**src/rtl/wcr_pkg.sv**
```systemverilog
package wcr_pkg;

  localparam int COLUMNS_DEF = 128;
  localparam logic [5:0] HEIGHT_MAX = 6'd63;

  localparam logic [1:0] CMD_DRAW  = 2'd0;
  localparam logic [1:0] CMD_READ  = 2'd1;
  localparam logic [1:0] CMD_CLEAR = 2'd2;
  localparam logic [1:0] CMD_SPARE = 2'd3;

  localparam logic [1:0] STYLE_NONE  = 2'd0;
  localparam logic [1:0] STYLE_BRICK = 2'd1;
  localparam logic [1:0] STYLE_LINE  = 2'd2;
  localparam logic [1:0] STYLE_SPARE = 2'd3;

  // Divider sizes: the clip numerator magnitude stays below 2^31.
  localparam int DIV_NW = 32;
  localparam int DIV_DW = 16;

  typedef enum logic [3:0] {
    ST_INIT,
    ST_IDLE,
    ST_DECODE,
    ST_CLEAR,
    ST_MUL,
    ST_CLIP_GO,
    ST_CDIV,
    ST_SETUP,
    ST_SDIV,
    ST_COL_RD,
    ST_COL_WR,
    ST_RD_DATA,
    ST_FINISH
  } state_t;

  typedef struct packed {
    logic load_item;
    logic clear_frame;
    logic clr_step;
    logic clr_colours;
    logic read_capture;
    logic mul;
    logic cdiv_start;
    logic clip_apply;
    logic setup;
    logic sdiv_start;
    logic sdiv_latch;
    logic col_write;
    logic finish;
  } ctrl_cmd_t;

  typedef struct packed {
    logic [1:0] cmd;
    logic       span_reject;
    logic       need_clip;
    logic       loop_ok;
    logic       dx_zero;
    logic       div_done;
    logic       col_last;
    logic       clr_last;
    logic       out_free;
  } dp_status_t;

endpackage

```
**src/rtl/wcr_in_if.sv**
```systemverilog
interface wcr_in_if;
  logic              valid;
  logic              ready;
  logic [1:0]        cmd;
  logic signed [15:0] x_left;
  logic [14:0]       h_left;
  logic signed [15:0] x_right;
  logic [14:0]       h_right;
  logic signed [15:0] x_middle;
  logic [7:0]        wall_colour;
  logic [1:0]        left_edge;
  logic [1:0]        right_edge;
  logic [7:0]        window_left;
  logic [7:0]        window_right;
  logic [6:0]        read_column;

  modport source (output valid, cmd, x_left, h_left, x_right, h_right, x_middle,
                  wall_colour, left_edge, right_edge, window_left, window_right,
                  read_column, input ready);
  modport sink (input valid, cmd, x_left, h_left, x_right, h_right, x_middle,
                wall_colour, left_edge, right_edge, window_left, window_right,
                read_column, output ready);
endinterface

```
**src/rtl/wcr_out_if.sv**
```systemverilog
interface wcr_out_if;
  logic       valid;
  logic       ready;
  logic [7:0] columns_drawn;
  logic       any_visible;
  logic [7:0] filled_total;
  logic [5:0] column_height;
  logic [7:0] column_upper;
  logic [7:0] column_lower;

  modport source (output valid, columns_drawn, any_visible, filled_total, column_height,
                  column_upper, column_lower, input ready);
  modport sink (input valid, columns_drawn, any_visible, filled_total, column_height,
                column_upper, column_lower, output ready);
endinterface

```
**src/rtl/wcr_ram.sv**
```systemverilog
module wcr_ram #(
  parameter int WIDTH = 8,
  parameter int DEPTH = 128
) (
  input  logic                     clk,
  input  logic                     we,
  input  logic [$clog2(DEPTH)-1:0] addr,
  input  logic [WIDTH-1:0]         wdata,
  output logic [WIDTH-1:0]         rdata
);

  logic [WIDTH-1:0] mem [DEPTH];

  always_ff @(posedge clk) begin
    if (we) begin
      mem[addr] <= wdata;
    end
    rdata <= mem[addr];
  end

endmodule

```
**src/rtl/wcr_div.sv**
```systemverilog
// Restoring divider, one quotient bit per cycle.
module wcr_div #(
  parameter int NW = wcr_pkg::DIV_NW,
  parameter int DW = wcr_pkg::DIV_DW
) (
  input  logic          clk,
  input  logic          rst_n,
  input  logic          start,
  input  logic [NW-1:0] dividend,
  input  logic [DW-1:0] divisor,
  output logic          done,
  output logic [NW-1:0] quotient,
  output logic [DW-1:0] remainder
);

  localparam int CW = $clog2(NW + 1);

  logic [NW-1:0] quo_r, quo_nxt;
  logic [DW-1:0] rem_r, rem_nxt;
  logic [DW-1:0] dvs_r;
  logic [CW-1:0] cnt_r, cnt_nxt;
  logic          done_r, done_nxt;
  logic [DW:0]   shifted;
  logic [DW:0]   diff;

  always_comb begin
    shifted  = {rem_r, quo_r[NW-1]};
    diff     = shifted - {1'b0, dvs_r};
    quo_nxt  = quo_r;
    rem_nxt  = rem_r;
    cnt_nxt  = cnt_r;
    done_nxt = 1'b0;
    if (start) begin
      quo_nxt = dividend;
      rem_nxt = '0;
      cnt_nxt = CW'(NW);
    end else if (cnt_r != '0) begin
      if (shifted >= {1'b0, dvs_r}) begin
        rem_nxt = diff[DW-1:0];
        quo_nxt = {quo_r[NW-2:0], 1'b1};
      end else begin
        rem_nxt = shifted[DW-1:0];
        quo_nxt = {quo_r[NW-2:0], 1'b0};
      end
      cnt_nxt  = cnt_r - 1'b1;
      done_nxt = (cnt_r == CW'(1));
    end
  end

  always_ff @(posedge clk) begin
    if (!rst_n) begin
      cnt_r  <= '0;
      done_r <= 1'b0;
    end else begin
      cnt_r  <= cnt_nxt;
      done_r <= done_nxt;
    end
    quo_r <= quo_nxt;
    rem_r <= rem_nxt;
    if (start) begin
      dvs_r <= divisor;
    end
  end

  assign done      = done_r;
  assign quotient  = quo_r;
  assign remainder = rem_r;

endmodule

```
**src/rtl/wcr_ctrl.sv**
```systemverilog
module wcr_ctrl (
  input  logic                  clk,
  input  logic                  rst_n,
  input  logic                  in_valid,
  output logic                  in_ready,
  input  wcr_pkg::dp_status_t   status,
  output wcr_pkg::ctrl_cmd_t    cmd
);

  wcr_pkg::state_t state_r, state_nxt;

  always_comb begin
    state_nxt = state_r;
    case (state_r)
      wcr_pkg::ST_INIT: begin
        if (status.clr_last) state_nxt = wcr_pkg::ST_IDLE;
      end
      wcr_pkg::ST_IDLE: begin
        if (in_valid) state_nxt = wcr_pkg::ST_DECODE;
      end
      wcr_pkg::ST_DECODE: begin
        case (status.cmd)
          wcr_pkg::CMD_DRAW: begin
            if (status.span_reject) state_nxt = wcr_pkg::ST_FINISH;
            else if (status.need_clip) state_nxt = wcr_pkg::ST_MUL;
            else state_nxt = wcr_pkg::ST_SETUP;
          end
          wcr_pkg::CMD_READ:  state_nxt = wcr_pkg::ST_RD_DATA;
          wcr_pkg::CMD_CLEAR: state_nxt = wcr_pkg::ST_CLEAR;
          default:            state_nxt = wcr_pkg::ST_FINISH;
        endcase
      end
      wcr_pkg::ST_CLEAR: begin
        if (status.clr_last) state_nxt = wcr_pkg::ST_FINISH;
      end
      wcr_pkg::ST_MUL:     state_nxt = wcr_pkg::ST_CLIP_GO;
      wcr_pkg::ST_CLIP_GO: state_nxt = wcr_pkg::ST_CDIV;
      wcr_pkg::ST_CDIV: begin
        if (status.div_done) state_nxt = wcr_pkg::ST_SETUP;
      end
      wcr_pkg::ST_SETUP: begin
        if (!status.loop_ok) state_nxt = wcr_pkg::ST_FINISH;
        else if (status.dx_zero) state_nxt = wcr_pkg::ST_COL_RD;
        else state_nxt = wcr_pkg::ST_SDIV;
      end
      wcr_pkg::ST_SDIV: begin
        if (status.div_done) state_nxt = wcr_pkg::ST_COL_RD;
      end
      wcr_pkg::ST_COL_RD: state_nxt = wcr_pkg::ST_COL_WR;
      wcr_pkg::ST_COL_WR: begin
        state_nxt = status.col_last ? wcr_pkg::ST_FINISH : wcr_pkg::ST_COL_RD;
      end
      wcr_pkg::ST_RD_DATA: state_nxt = wcr_pkg::ST_FINISH;
      wcr_pkg::ST_FINISH: begin
        if (status.out_free) state_nxt = wcr_pkg::ST_IDLE;
      end
      default: state_nxt = wcr_pkg::ST_IDLE;
    endcase
  end

  always_comb begin
    cmd      = '0;
    in_ready = 1'b0;
    case (state_r)
      wcr_pkg::ST_INIT: begin
        cmd.clr_step    = 1'b1;
        cmd.clr_colours = 1'b1;
      end
      wcr_pkg::ST_IDLE: begin
        in_ready      = 1'b1;
        cmd.load_item = in_valid;
      end
      wcr_pkg::ST_DECODE: begin
        cmd.clear_frame = (status.cmd == wcr_pkg::CMD_CLEAR);
      end
      wcr_pkg::ST_CLEAR:   cmd.clr_step = 1'b1;
      wcr_pkg::ST_MUL:     cmd.mul = 1'b1;
      wcr_pkg::ST_CLIP_GO: cmd.cdiv_start = 1'b1;
      wcr_pkg::ST_CDIV:    cmd.clip_apply = status.div_done;
      wcr_pkg::ST_SETUP: begin
        cmd.setup      = 1'b1;
        cmd.sdiv_start = status.loop_ok && !status.dx_zero;
      end
      wcr_pkg::ST_SDIV:    cmd.sdiv_latch = status.div_done;
      wcr_pkg::ST_COL_WR:  cmd.col_write = 1'b1;
      wcr_pkg::ST_RD_DATA: cmd.read_capture = 1'b1;
      wcr_pkg::ST_FINISH:  cmd.finish = status.out_free;
      default: ;
    endcase
  end

  always_ff @(posedge clk) begin
    if (!rst_n) begin
      state_r <= wcr_pkg::ST_INIT;
    end else begin
      state_r <= state_nxt;
    end
  end

endmodule

```
**src/rtl/wcr_datapath.sv**
```systemverilog
module wcr_datapath #(
  parameter int COLUMNS = wcr_pkg::COLUMNS_DEF
) (
  input  logic                clk,
  input  logic                rst_n,
  wcr_in_if.sink              in_chan,
  wcr_out_if.source           out_chan,
  input  wcr_pkg::ctrl_cmd_t  cmd,
  output wcr_pkg::dp_status_t status
);

  localparam int AW = $clog2(COLUMNS);
  localparam int XW = $clog2(COLUMNS + 1);
  localparam logic [9:0] COLS_W = 10'(COLUMNS);
  localparam logic [AW-1:0] LAST_COL = AW'(COLUMNS - 1);

  // Heights and the two colours live in separate memories so that a frame
  // clear can zero the heights alone.
  logic [5:0]    h_wdata, h_rdata;
  logic [15:0]   c_wdata, c_rdata;
  logic          h_we, c_we, col_we;
  logic [AW-1:0] ram_addr;
  logic [AW-1:0] clr_r;
  logic          clr_end;

  logic [1:0]         cmd_r;
  logic signed [15:0] x1_r, x2_r, xm_r;
  logic [14:0]        w1_r, w2_r;
  logic [7:0]         colour_r, wl_r, wr_r;
  logic [1:0]         el_r, er_r;
  logic [6:0]         rc_r;

  logic [31:0] prod_r;
  logic        neg_r;
  logic [14:0] dx_r, q_r, r_r, w_r;
  logic        wdown_r;
  logic signed [15:0] e_r;
  logic [XW-1:0] x_r;

  logic [7:0] drawn_r, filled_r;
  logic [5:0] rd_h_r;
  logic [7:0] rd_u_r, rd_l_r;

  logic        out_valid_r;
  logic [7:0]  out_drawn_r, out_filled_r, out_u_r, out_l_r;
  logic        out_any_r;
  logic [5:0]  out_h_r;

  logic signed [16:0] x1_s, x2_s, wl_s, end_s, x_s, xm_s;
  logic [9:0]  end10, xn10;
  logic [16:0] clip_a, clip_den;
  logic signed [15:0] hdiff;
  logic [14:0] hmag, dw;
  logic [31:0] div_nd;
  logic [15:0] div_ds;
  logic [31:0] div_q;
  logic [15:0] div_r;
  logic        div_done;
  logic [8:0]  rc_ext;
  logic [AW-1:0] rc_addr, x_addr;
  logic        rd_ok;
  logic [5:0]  st_h;
  logic        hit;
  logic [5:0]  h_sat;
  logic [7:0]  up_c, lo_c;
  logic signed [15:0] e_sub;
  logic [15:0] w_inc;

  always_comb begin
    x1_s   = 17'(x1_r);
    x2_s   = 17'(x2_r);
    xm_s   = 17'(xm_r);
    wl_s   = $signed({9'b0, wl_r});
    end10  = ({2'b0, wr_r} < COLS_W) ? {2'b0, wr_r} : COLS_W;
    end_s  = $signed({7'b0, end10});
    x_s    = $signed({{(17 - XW){1'b0}}, x_r});
    xn10   = {{(10 - XW){1'b0}}, x_r} + 10'd1;
    clip_a = 17'(wl_s - x1_s);
    clip_den = 17'(x2_s - x1_s);
    hdiff  = $signed({1'b0, w2_r}) - $signed({1'b0, w1_r});
    hmag   = hdiff[15] ? 15'(-hdiff) : hdiff[14:0];
    dw     = (w1_r < w2_r) ? (w2_r - w1_r) : (w1_r - w2_r);
    rc_ext = {2'b0, rc_r};
    rc_addr = rc_ext[AW-1:0];
    x_addr = x_r[AW-1:0];
    rd_ok  = ({3'b0, rc_r} < COLS_W);
    clr_end = (clr_r == LAST_COL);
  end

  // The clip divides the interpolation product; the setup divides the
  // height slope into whole and fractional steps per column.
  assign div_nd = cmd.cdiv_start ? prod_r : {17'b0, dw};
  assign div_ds = cmd.cdiv_start ? clip_den[15:0] : {1'b0, 15'(x2_r - x1_r)};

  wcr_div u_div (
    .clk       (clk),
    .rst_n     (rst_n),
    .start     (cmd.cdiv_start || cmd.sdiv_start),
    .dividend  (div_nd),
    .divisor   (div_ds),
    .done      (div_done),
    .quotient  (div_q),
    .remainder (div_r)
  );

  assign ram_addr = cmd.clr_step ? clr_r :
                    ((cmd_r == wcr_pkg::CMD_READ) ? rc_addr : x_addr);

  always_comb begin
    st_h  = h_rdata;
    hit   = ({9'b0, st_h} < w_r);
    h_sat = (w_r > 15'(wcr_pkg::HEIGHT_MAX)) ? wcr_pkg::HEIGHT_MAX : w_r[5:0];
    if (x_s == x1_s && el_r == wcr_pkg::STYLE_BRICK) begin
      up_c = 8'd0;     lo_c = colour_r;
    end else if (x_s == x1_s && el_r == wcr_pkg::STYLE_LINE) begin
      up_c = 8'd0;     lo_c = 8'd0;
    end else if (x_s == x2_s && er_r == wcr_pkg::STYLE_LINE) begin
      up_c = 8'd0;     lo_c = 8'd0;
    end else if (x_s == xm_s) begin
      up_c = colour_r; lo_c = 8'd0;
    end else begin
      up_c = colour_r; lo_c = colour_r;
    end
    col_we  = cmd.col_write && hit;
    h_we    = cmd.clr_step || col_we;
    c_we    = (cmd.clr_step && cmd.clr_colours) || col_we;
    h_wdata = cmd.clr_step ? 6'd0 : h_sat;
    c_wdata = cmd.clr_step ? 16'd0 : {up_c, lo_c};
    e_sub     = e_r - $signed({1'b0, r_r});
    w_inc     = e_sub[15] ? ({1'b0, q_r} + 16'd1) : {1'b0, q_r};
  end

  wcr_ram #(.WIDTH(6), .DEPTH(COLUMNS)) u_hram (
    .clk   (clk),
    .we    (h_we),
    .addr  (ram_addr),
    .wdata (h_wdata),
    .rdata (h_rdata)
  );

  wcr_ram #(.WIDTH(16), .DEPTH(COLUMNS)) u_cram (
    .clk   (clk),
    .we    (c_we),
    .addr  (ram_addr),
    .wdata (c_wdata),
    .rdata (c_rdata)
  );

  always_ff @(posedge clk) begin
    if (cmd.load_item) begin
      cmd_r    <= in_chan.cmd;
      x1_r     <= in_chan.x_left;
      w1_r     <= in_chan.h_left;
      x2_r     <= in_chan.x_right;
      w2_r     <= in_chan.h_right;
      xm_r     <= in_chan.x_middle;
      colour_r <= in_chan.wall_colour;
      el_r     <= in_chan.left_edge;
      er_r     <= in_chan.right_edge;
      wl_r     <= in_chan.window_left;
      wr_r     <= in_chan.window_right;
      rc_r     <= in_chan.read_column;
      drawn_r  <= '0;
      rd_h_r   <= '0;
      rd_u_r   <= '0;
      rd_l_r   <= '0;
    end
    if (cmd.mul) begin
      prod_r <= 32'(clip_a * {2'b0, hmag});
      neg_r  <= hdiff[15];
    end
    if (cmd.clip_apply) begin
      w1_r <= neg_r ? (w1_r - div_q[14:0]) : (w1_r + div_q[14:0]);
      x1_r <= {8'b0, wl_r};
      el_r <= wcr_pkg::STYLE_NONE;
    end
    if (cmd.setup) begin
      dx_r    <= 15'(x2_r - x1_r);
      e_r     <= {2'b0, 14'(15'(x2_r - x1_r) >> 1)};
      w_r     <= w1_r;
      wdown_r <= !(w1_r < w2_r);
      x_r     <= XW'(x1_r);
      q_r     <= '0;
      r_r     <= '0;
    end
    if (cmd.sdiv_latch) begin
      q_r <= div_q[14:0];
      r_r <= div_r[14:0];
    end
    if (cmd.col_write) begin
      if (hit && drawn_r != 8'hFF) drawn_r <= drawn_r + 8'd1;
      x_r <= x_r + 1'b1;
      e_r <= e_sub[15] ? (e_sub + $signed({1'b0, dx_r})) : e_sub;
      w_r <= wdown_r ? (w_r - w_inc[14:0]) : (w_r + w_inc[14:0]);
    end
    if (cmd.read_capture && rd_ok) begin
      rd_h_r <= h_rdata;
      rd_u_r <= c_rdata[15:8];
      rd_l_r <= c_rdata[7:0];
    end
    if (cmd.finish) begin
      out_drawn_r  <= drawn_r;
      out_any_r    <= (drawn_r != 8'd0);
      out_filled_r <= filled_r;
      out_h_r      <= rd_h_r;
      out_u_r      <= rd_u_r;
      out_l_r      <= rd_l_r;
    end
  end

  always_ff @(posedge clk) begin
    if (!rst_n) begin
      filled_r    <= '0;
      clr_r       <= '0;
      out_valid_r <= 1'b0;
    end else begin
      if (cmd.clear_frame) begin
        filled_r <= '0;
      end else if (col_we && st_h == 6'd0 && filled_r != 8'hFF) begin
        filled_r <= filled_r + 8'd1;
      end
      if (cmd.clr_step) clr_r <= clr_end ? '0 : clr_r + 1'b1;
      if (cmd.finish) out_valid_r <= 1'b1;
      else if (out_chan.ready) out_valid_r <= 1'b0;
    end
  end

  always_comb begin
    status.cmd         = cmd_r;
    status.span_reject = (x2_s < x1_s) || (x1_s < wl_s && x2_s < wl_s);
    status.need_clip   = (x1_s < wl_s);
    status.loop_ok     = (x1_s < end_s);
    status.dx_zero     = (x2_r == x1_r);
    status.div_done    = div_done;
    status.col_last    = (x_s == x2_s) || (xn10 >= end10);
    status.clr_last    = clr_end;
    status.out_free    = !out_valid_r || out_chan.ready;
  end

  assign out_chan.valid         = out_valid_r;
  assign out_chan.columns_drawn = out_drawn_r;
  assign out_chan.any_visible   = out_any_r;
  assign out_chan.filled_total  = out_filled_r;
  assign out_chan.column_height = out_h_r;
  assign out_chan.column_upper  = out_u_r;
  assign out_chan.column_lower  = out_l_r;

endmodule

```
**src/rtl/wall_column_rasterizer_unit.sv**
```systemverilog
// Wall span rasterizer over a frame of COLUMNS columns with a per-column depth
// store. One command is taken at a time and answers with exactly one result;
// the next command may be accepted while that result still waits on the output.
// A clear zeroes the height memory one column per cycle. A draw that is not
// rejected outright first clips the left end when needed, with a multiply and a
// division, then divides the slope when the span is wider than one column, and
// then visits each column. A new result waits until the previous one is taken.
// The two divisions run on one shared bit-serial divider at one bit per cycle,
// and each column takes a read and then a write of the single-port column
// memories. After reset the block zeroes heights and colours in every column
// before it accepts its first command.
module wall_column_rasterizer_unit #(
  parameter int COLUMNS = wcr_pkg::COLUMNS_DEF
) (
  input logic       clk,
  input logic       rst_n,
  wcr_in_if.sink    in_chan,
  wcr_out_if.source out_chan
);

  wcr_pkg::ctrl_cmd_t  cmd;
  wcr_pkg::dp_status_t status;
  logic                in_ready;

  assign in_chan.ready = in_ready;

  wcr_ctrl u_ctrl (
    .clk      (clk),
    .rst_n    (rst_n),
    .in_valid (in_chan.valid),
    .in_ready (in_ready),
    .status   (status),
    .cmd      (cmd)
  );

  wcr_datapath #(.COLUMNS(COLUMNS)) u_dp (
    .clk      (clk),
    .rst_n    (rst_n),
    .in_chan  (in_chan),
    .out_chan (out_chan),
    .cmd      (cmd),
    .status   (status)
  );

endmodule

```
**src/flat_wrapper.sv**
```systemverilog
// flat-port wrapper written by rule: the top's interface ports become plain ports
module wall_column_rasterizer_unit_flat 
#(
  parameter int COLUMNS = wcr_pkg::COLUMNS_DEF
)
  (clk, rst_n, in_chan_valid, in_chan_cmd, in_chan_x_left, in_chan_h_left, in_chan_x_right, in_chan_h_right, in_chan_x_middle, in_chan_wall_colour, in_chan_left_edge, in_chan_right_edge, in_chan_window_left, in_chan_window_right, in_chan_read_column, in_chan_ready, out_chan_valid, out_chan_columns_drawn, out_chan_any_visible, out_chan_filled_total, out_chan_column_height, out_chan_column_upper, out_chan_column_lower, out_chan_ready);
  wcr_in_if in_chan_i ();
  wcr_out_if out_chan_i ();
  input logic clk;
  input logic rst_n;
  input wire logic [$bits(in_chan_i.valid)-1:0] in_chan_valid;
  input wire logic [$bits(in_chan_i.cmd)-1:0] in_chan_cmd;
  input wire logic [$bits(in_chan_i.x_left)-1:0] in_chan_x_left;
  input wire logic [$bits(in_chan_i.h_left)-1:0] in_chan_h_left;
  input wire logic [$bits(in_chan_i.x_right)-1:0] in_chan_x_right;
  input wire logic [$bits(in_chan_i.h_right)-1:0] in_chan_h_right;
  input wire logic [$bits(in_chan_i.x_middle)-1:0] in_chan_x_middle;
  input wire logic [$bits(in_chan_i.wall_colour)-1:0] in_chan_wall_colour;
  input wire logic [$bits(in_chan_i.left_edge)-1:0] in_chan_left_edge;
  input wire logic [$bits(in_chan_i.right_edge)-1:0] in_chan_right_edge;
  input wire logic [$bits(in_chan_i.window_left)-1:0] in_chan_window_left;
  input wire logic [$bits(in_chan_i.window_right)-1:0] in_chan_window_right;
  input wire logic [$bits(in_chan_i.read_column)-1:0] in_chan_read_column;
  output wire logic [$bits(in_chan_i.ready)-1:0] in_chan_ready;
  output wire logic [$bits(out_chan_i.valid)-1:0] out_chan_valid;
  output wire logic [$bits(out_chan_i.columns_drawn)-1:0] out_chan_columns_drawn;
  output wire logic [$bits(out_chan_i.any_visible)-1:0] out_chan_any_visible;
  output wire logic [$bits(out_chan_i.filled_total)-1:0] out_chan_filled_total;
  output wire logic [$bits(out_chan_i.column_height)-1:0] out_chan_column_height;
  output wire logic [$bits(out_chan_i.column_upper)-1:0] out_chan_column_upper;
  output wire logic [$bits(out_chan_i.column_lower)-1:0] out_chan_column_lower;
  input wire logic [$bits(out_chan_i.ready)-1:0] out_chan_ready;
  assign in_chan_i.valid = in_chan_valid;
  assign in_chan_i.cmd = in_chan_cmd;
  assign in_chan_i.x_left = in_chan_x_left;
  assign in_chan_i.h_left = in_chan_h_left;
  assign in_chan_i.x_right = in_chan_x_right;
  assign in_chan_i.h_right = in_chan_h_right;
  assign in_chan_i.x_middle = in_chan_x_middle;
  assign in_chan_i.wall_colour = in_chan_wall_colour;
  assign in_chan_i.left_edge = in_chan_left_edge;
  assign in_chan_i.right_edge = in_chan_right_edge;
  assign in_chan_i.window_left = in_chan_window_left;
  assign in_chan_i.window_right = in_chan_window_right;
  assign in_chan_i.read_column = in_chan_read_column;
  assign in_chan_ready = in_chan_i.ready;
  assign out_chan_valid = out_chan_i.valid;
  assign out_chan_columns_drawn = out_chan_i.columns_drawn;
  assign out_chan_any_visible = out_chan_i.any_visible;
  assign out_chan_filled_total = out_chan_i.filled_total;
  assign out_chan_column_height = out_chan_i.column_height;
  assign out_chan_column_upper = out_chan_i.column_upper;
  assign out_chan_column_lower = out_chan_i.column_lower;
  assign out_chan_i.ready = out_chan_ready;
  wall_column_rasterizer_unit #(.COLUMNS(COLUMNS)) u_core (.clk(clk), .rst_n(rst_n), .in_chan(in_chan_i), .out_chan(out_chan_i));
endmodule
```
**config.mk**
```make
export PLATFORM = sky130hd
export DESIGN_NAME = wall_column_rasterizer_unit_flat
export DESIGN_NICKNAME = d
export VERILOG_FILES = /design/src/rtl/wcr_pkg.sv /design/src/rtl/wcr_in_if.sv /design/src/rtl/wcr_out_if.sv /design/src/rtl/wcr_ram.sv /design/src/rtl/wcr_div.sv /design/src/rtl/wcr_ctrl.sv /design/src/rtl/wcr_datapath.sv /design/src/rtl/wall_column_rasterizer_unit.sv /design/src/flat_wrapper.sv
export SDC_FILE = /design/constraint.sdc
export NUM_CORES = 2
export LEC_CHECK = 0
export ABC_AREA = 1
export BUFFER_PORTS_ARGS = -buffer_cell sky130_fd_sc_hd__buf_2
export CORE_MARGIN = 2
export CORE_UTILIZATION = 25
export DETAILED_ROUTE_END_ITERATION = 7
export SLEW_MARGIN = 15
export SYNTH_ARGS = -nofsm -noshare
export SYNTH_HDL_FRONTEND = slang
export SYNTH_SLANG_ARGS = --single-unit
```
**constraint.sdc**
```tcl
create_clock -name clk -period 8.4 [get_ports clk]
set_input_delay 1.26 -clock clk [delete_from_list [all_inputs] [get_ports clk]]
set_output_delay 1.26 -clock clk [all_outputs]
set_load 0.05 [all_outputs]
```
==> results.cfg <==
[sta]
period_needed_ns = 7.95
post-route-period-util_pct = 94.6
clock_skew_ns = 0.103
hold_violations = 0
rsz0062_at_grt = no
tns_ns = 0
final-max-slew-violation-count = 0
relSlewSlack_pct = 19.3
fmax_ghz = 0.126
report.final.setup_viol = 0
worst_pin_slew_ns = 1.20

[place]
dpl.hpwl_um = 262000
port_buffers = 159
place_congestion = 0.877

[logic_synthesis]
ys_seq_area_share_pct = 69.1
syn_nets = 12000
yosys.area.top_type_share_pct = 68.0
synth.area.top_cells = edfxtp_1, nand2_1, fa_1
syn_avg_cell_area_um2 = 12.2
yosys_warnings = 0
ys_ff_latch = 3231
synth_top_area_cell = edfxtp_1
synthTopCellsByCount = nand2_1, edfxtp_1, inv_1, nand4_1, nor2_1
synth-edff-count = 3148
synth.distinct_cells = 65
netlist_area_um2 = 139000
async_reset_ff_share_pct = 0
synth_ff_type = edfxtp_1
yosysMostFrequentCell = nand2_1
syn_inst = 11400

[finish]
fin_nets = 12300
multi_input_area_um2 = 38300
syn_to_final_growth_pct = 15.5
n_fill_cell = 55900
drive_gt1_share_pct = 10.3
fin_util_pct = 29.0
regArea_um2 = 96200

[run]
drv_cap = 0

[worst_setup_path]
crit_arrival_ns = 8.61
slowest_stage = fa_1
startpoint_type = register
endpoint_kind = register
critPathKind = register to register
max_stage_delay_ns = 0.58
cpMostUsedCell = fa_1
cp_max_fo = 10
crit_required_ns = 9.07
r2r_cells = 35

[status]
status = finished clean

[clock_network]
insertion_delay_ns = 0.99
cts_buffers = 317
path_clk_slew_ns = 0.06
cts_tree = done
clk_path_buf_depth = 4
cts_root_buf = clkbuf_16
cts_sinks = 3231
postCtsHoldBufs = 0
h-tree-depth = 5

[detailed_routing]
routed-via-count = 91100
via_per_inst = 4.72
first_pass_iters = 8
wirelength_um = 422000
drt_iter0_drc = 11400
drtAntennaViolNets = 0
drc_errors = 0
wire_per_inst_um = 21.9

[global_routing]
grt_pass1_wl_um = 606000
grt_pass1_vias = 85700
grt_max_degree = 125
antenna_found_initial = 29
globalRoute.totalOverflow = 0
grt_util_all_layers_pct = 14.4

[floorplan]
io_pins = 160
die_w_um = 750
fp.dieArea_um2 = 562000
fp-row-count = 273
initial_core_util_pct = 25.1
core_area_um2 = 553000
die_h_um = 750

[hold_path]
min_path_type = register to register
whs_path_depth = 0
[registers in the layout, summed over array words and instances (netlist names), 15 cells and up]
register	cells
u_core.u_dp.dx_r	15
u_core.u_dp.e_r	16
u_core.u_dp.prod_r	32
u_core.u_dp.q_r	15
u_core.u_dp.r_r	15
u_core.u_dp.u_cram.mem	2048
u_core.u_dp.u_cram.rdata	16
u_core.u_dp.u_div.dvs_r	16
u_core.u_dp.u_div.quotient	32
u_core.u_dp.u_div.remainder	16
u_core.u_dp.u_hram.mem	768
u_core.u_dp.w1_r	15
u_core.u_dp.w2_r	15
u_core.u_dp.w_r	15
u_core.u_dp.x1_r	16
u_core.u_dp.x2_r	16
u_core.u_dp.xm_r	16
[placed cells by master (no fill, tap or decap), drive strengths merged, types with 7 or more instances in the layout]
cell / netlist / layout
a21boi: 9 / 9
a21o: 17 / 17
a21oi: 228 / 228
a221oi: 11 / 11
a22o: 42 / 42
a22oi: 37 / 37
a31oi: 26 / 26
buf: 336 / 490
bufinv: 0 / 30
clkbuf: 152 / 397
clkinv: 7 / 145
clkinvlp: 0 / 9
dfxtp: 83 / 83
diode: 0 / 7
edfxtp: 3148 / 3148
fa: 202 / 202
ha: 266 / 266
inv: 795 / 802
nand2: 3596 / 3596
nand3: 219 / 219
nand3b: 7 / 7
nand4: 559 / 559
nor2: 453 / 453
nor3: 313 / 313
nor4: 15 / 15
o2111ai: 74 / 74
o211ai: 43 / 43
o21ai: 509 / 509
o21bai: 14 / 14
o22ai: 7 / 7
o31ai: 22 / 22
or2: 18 / 18
xnor2: 48 / 48
xor2: 151 / 151
[worst max-delay path, delay by kind of cell, from the launching register on]
kind	cells	cell delay, ns
adders and majority gates	9	3.97
AOI/OAI and AO/OA	9	1.25
buffers and inverters	9	0.97
and+or+nand+nor	6	0.80
DFF	1	0.39
xor gates and xnor gates	2	0.31
[layer usage]
metal	track usage (%)	share of wire, %
met2	23.1	46
met5	0	0.0057
met4	4.75	3.6
met1	19.9	42
met3	2.20	8.8
[cell type report]
cell class	instances	share of cell area (%)
clock inverter	184	1.25
sequential	3231	59.9
tap	7287	5.68
clock buffer	397	5.20
timing repair buffer	490	2.23
antenna	7	0.0109
multi-input combinational	6913	23.8
inverter	802	1.94
[cell families (layout without fill, tap and decap cells)]
| family | Yosys count | in the layout | share of synthesized area, % |
|---|---|---|---|
| AND/OR/NAND/NOR | 5188 | 5188 | 15.8 |
| flip-flops | 3231 | 3231 | 69.1 |
| buffers and inverters | 1290 | 1873 | 3.99 |
| AO/OA/AOI/OAI | 1058 | 1058 | 4.54 |
| adder cells (fa/ha/maj) | 468 | 468 | 5.30 |
| XOR/XNOR | 199 | 199 | 1.26 |
| other | 0 | 7 | 0 |
[worst paths after layout]
check | startpoint | endpoint | slack, ns
worst min-delay path | u_core.u_dp.rd_h_r[0]$_SDFFCE_PN0P_ | u_core.u_dp.out_chan.column_height[0]$_DFFE_PP_ | 0.42
worst max register to register | u_core.u_dp.w2_r[0]$_DFFE_PP_ | u_core.u_dp.prod_r[27]$_DFFE_PP_ | 0.45
worst max-delay path | u_core.u_dp.w2_r[0]$_DFFE_PP_ | u_core.u_dp.prod_r[27]$_DFFE_PP_ | 0.45
worst min register to register | u_core.u_dp.rd_h_r[0]$_SDFFCE_PN0P_ | u_core.u_dp.out_chan.column_height[0]$_DFFE_PP_ | 0.42
[through the flow]
stage | setup WS [ns] | hold slack [ns] | cell area, um^2 | std cells
floorplan | 0.941 | 0.400 | 139000 | 11400
global placement | 0.192 | 0.401 | 150000 | 18700
detailed placement | 0.217 | 0.405 | 150000 | 18700
CTS | 0.149 | 0.419 | 161000 | 19300
global route | 0.00494 | 0.431 | 161000 | 19300
finish | 0.454 | 0.421 | 161000 | 19300
[repair_timing]
action                     in CTS  in global routing
gates resized for setup         0                 22
setup endpoints to repair       0                  8
setup buffers                   0                  2
Power is not shown: default switching activity piles up to over one toggle a cycle in this logic, so the estimate is an artifact.
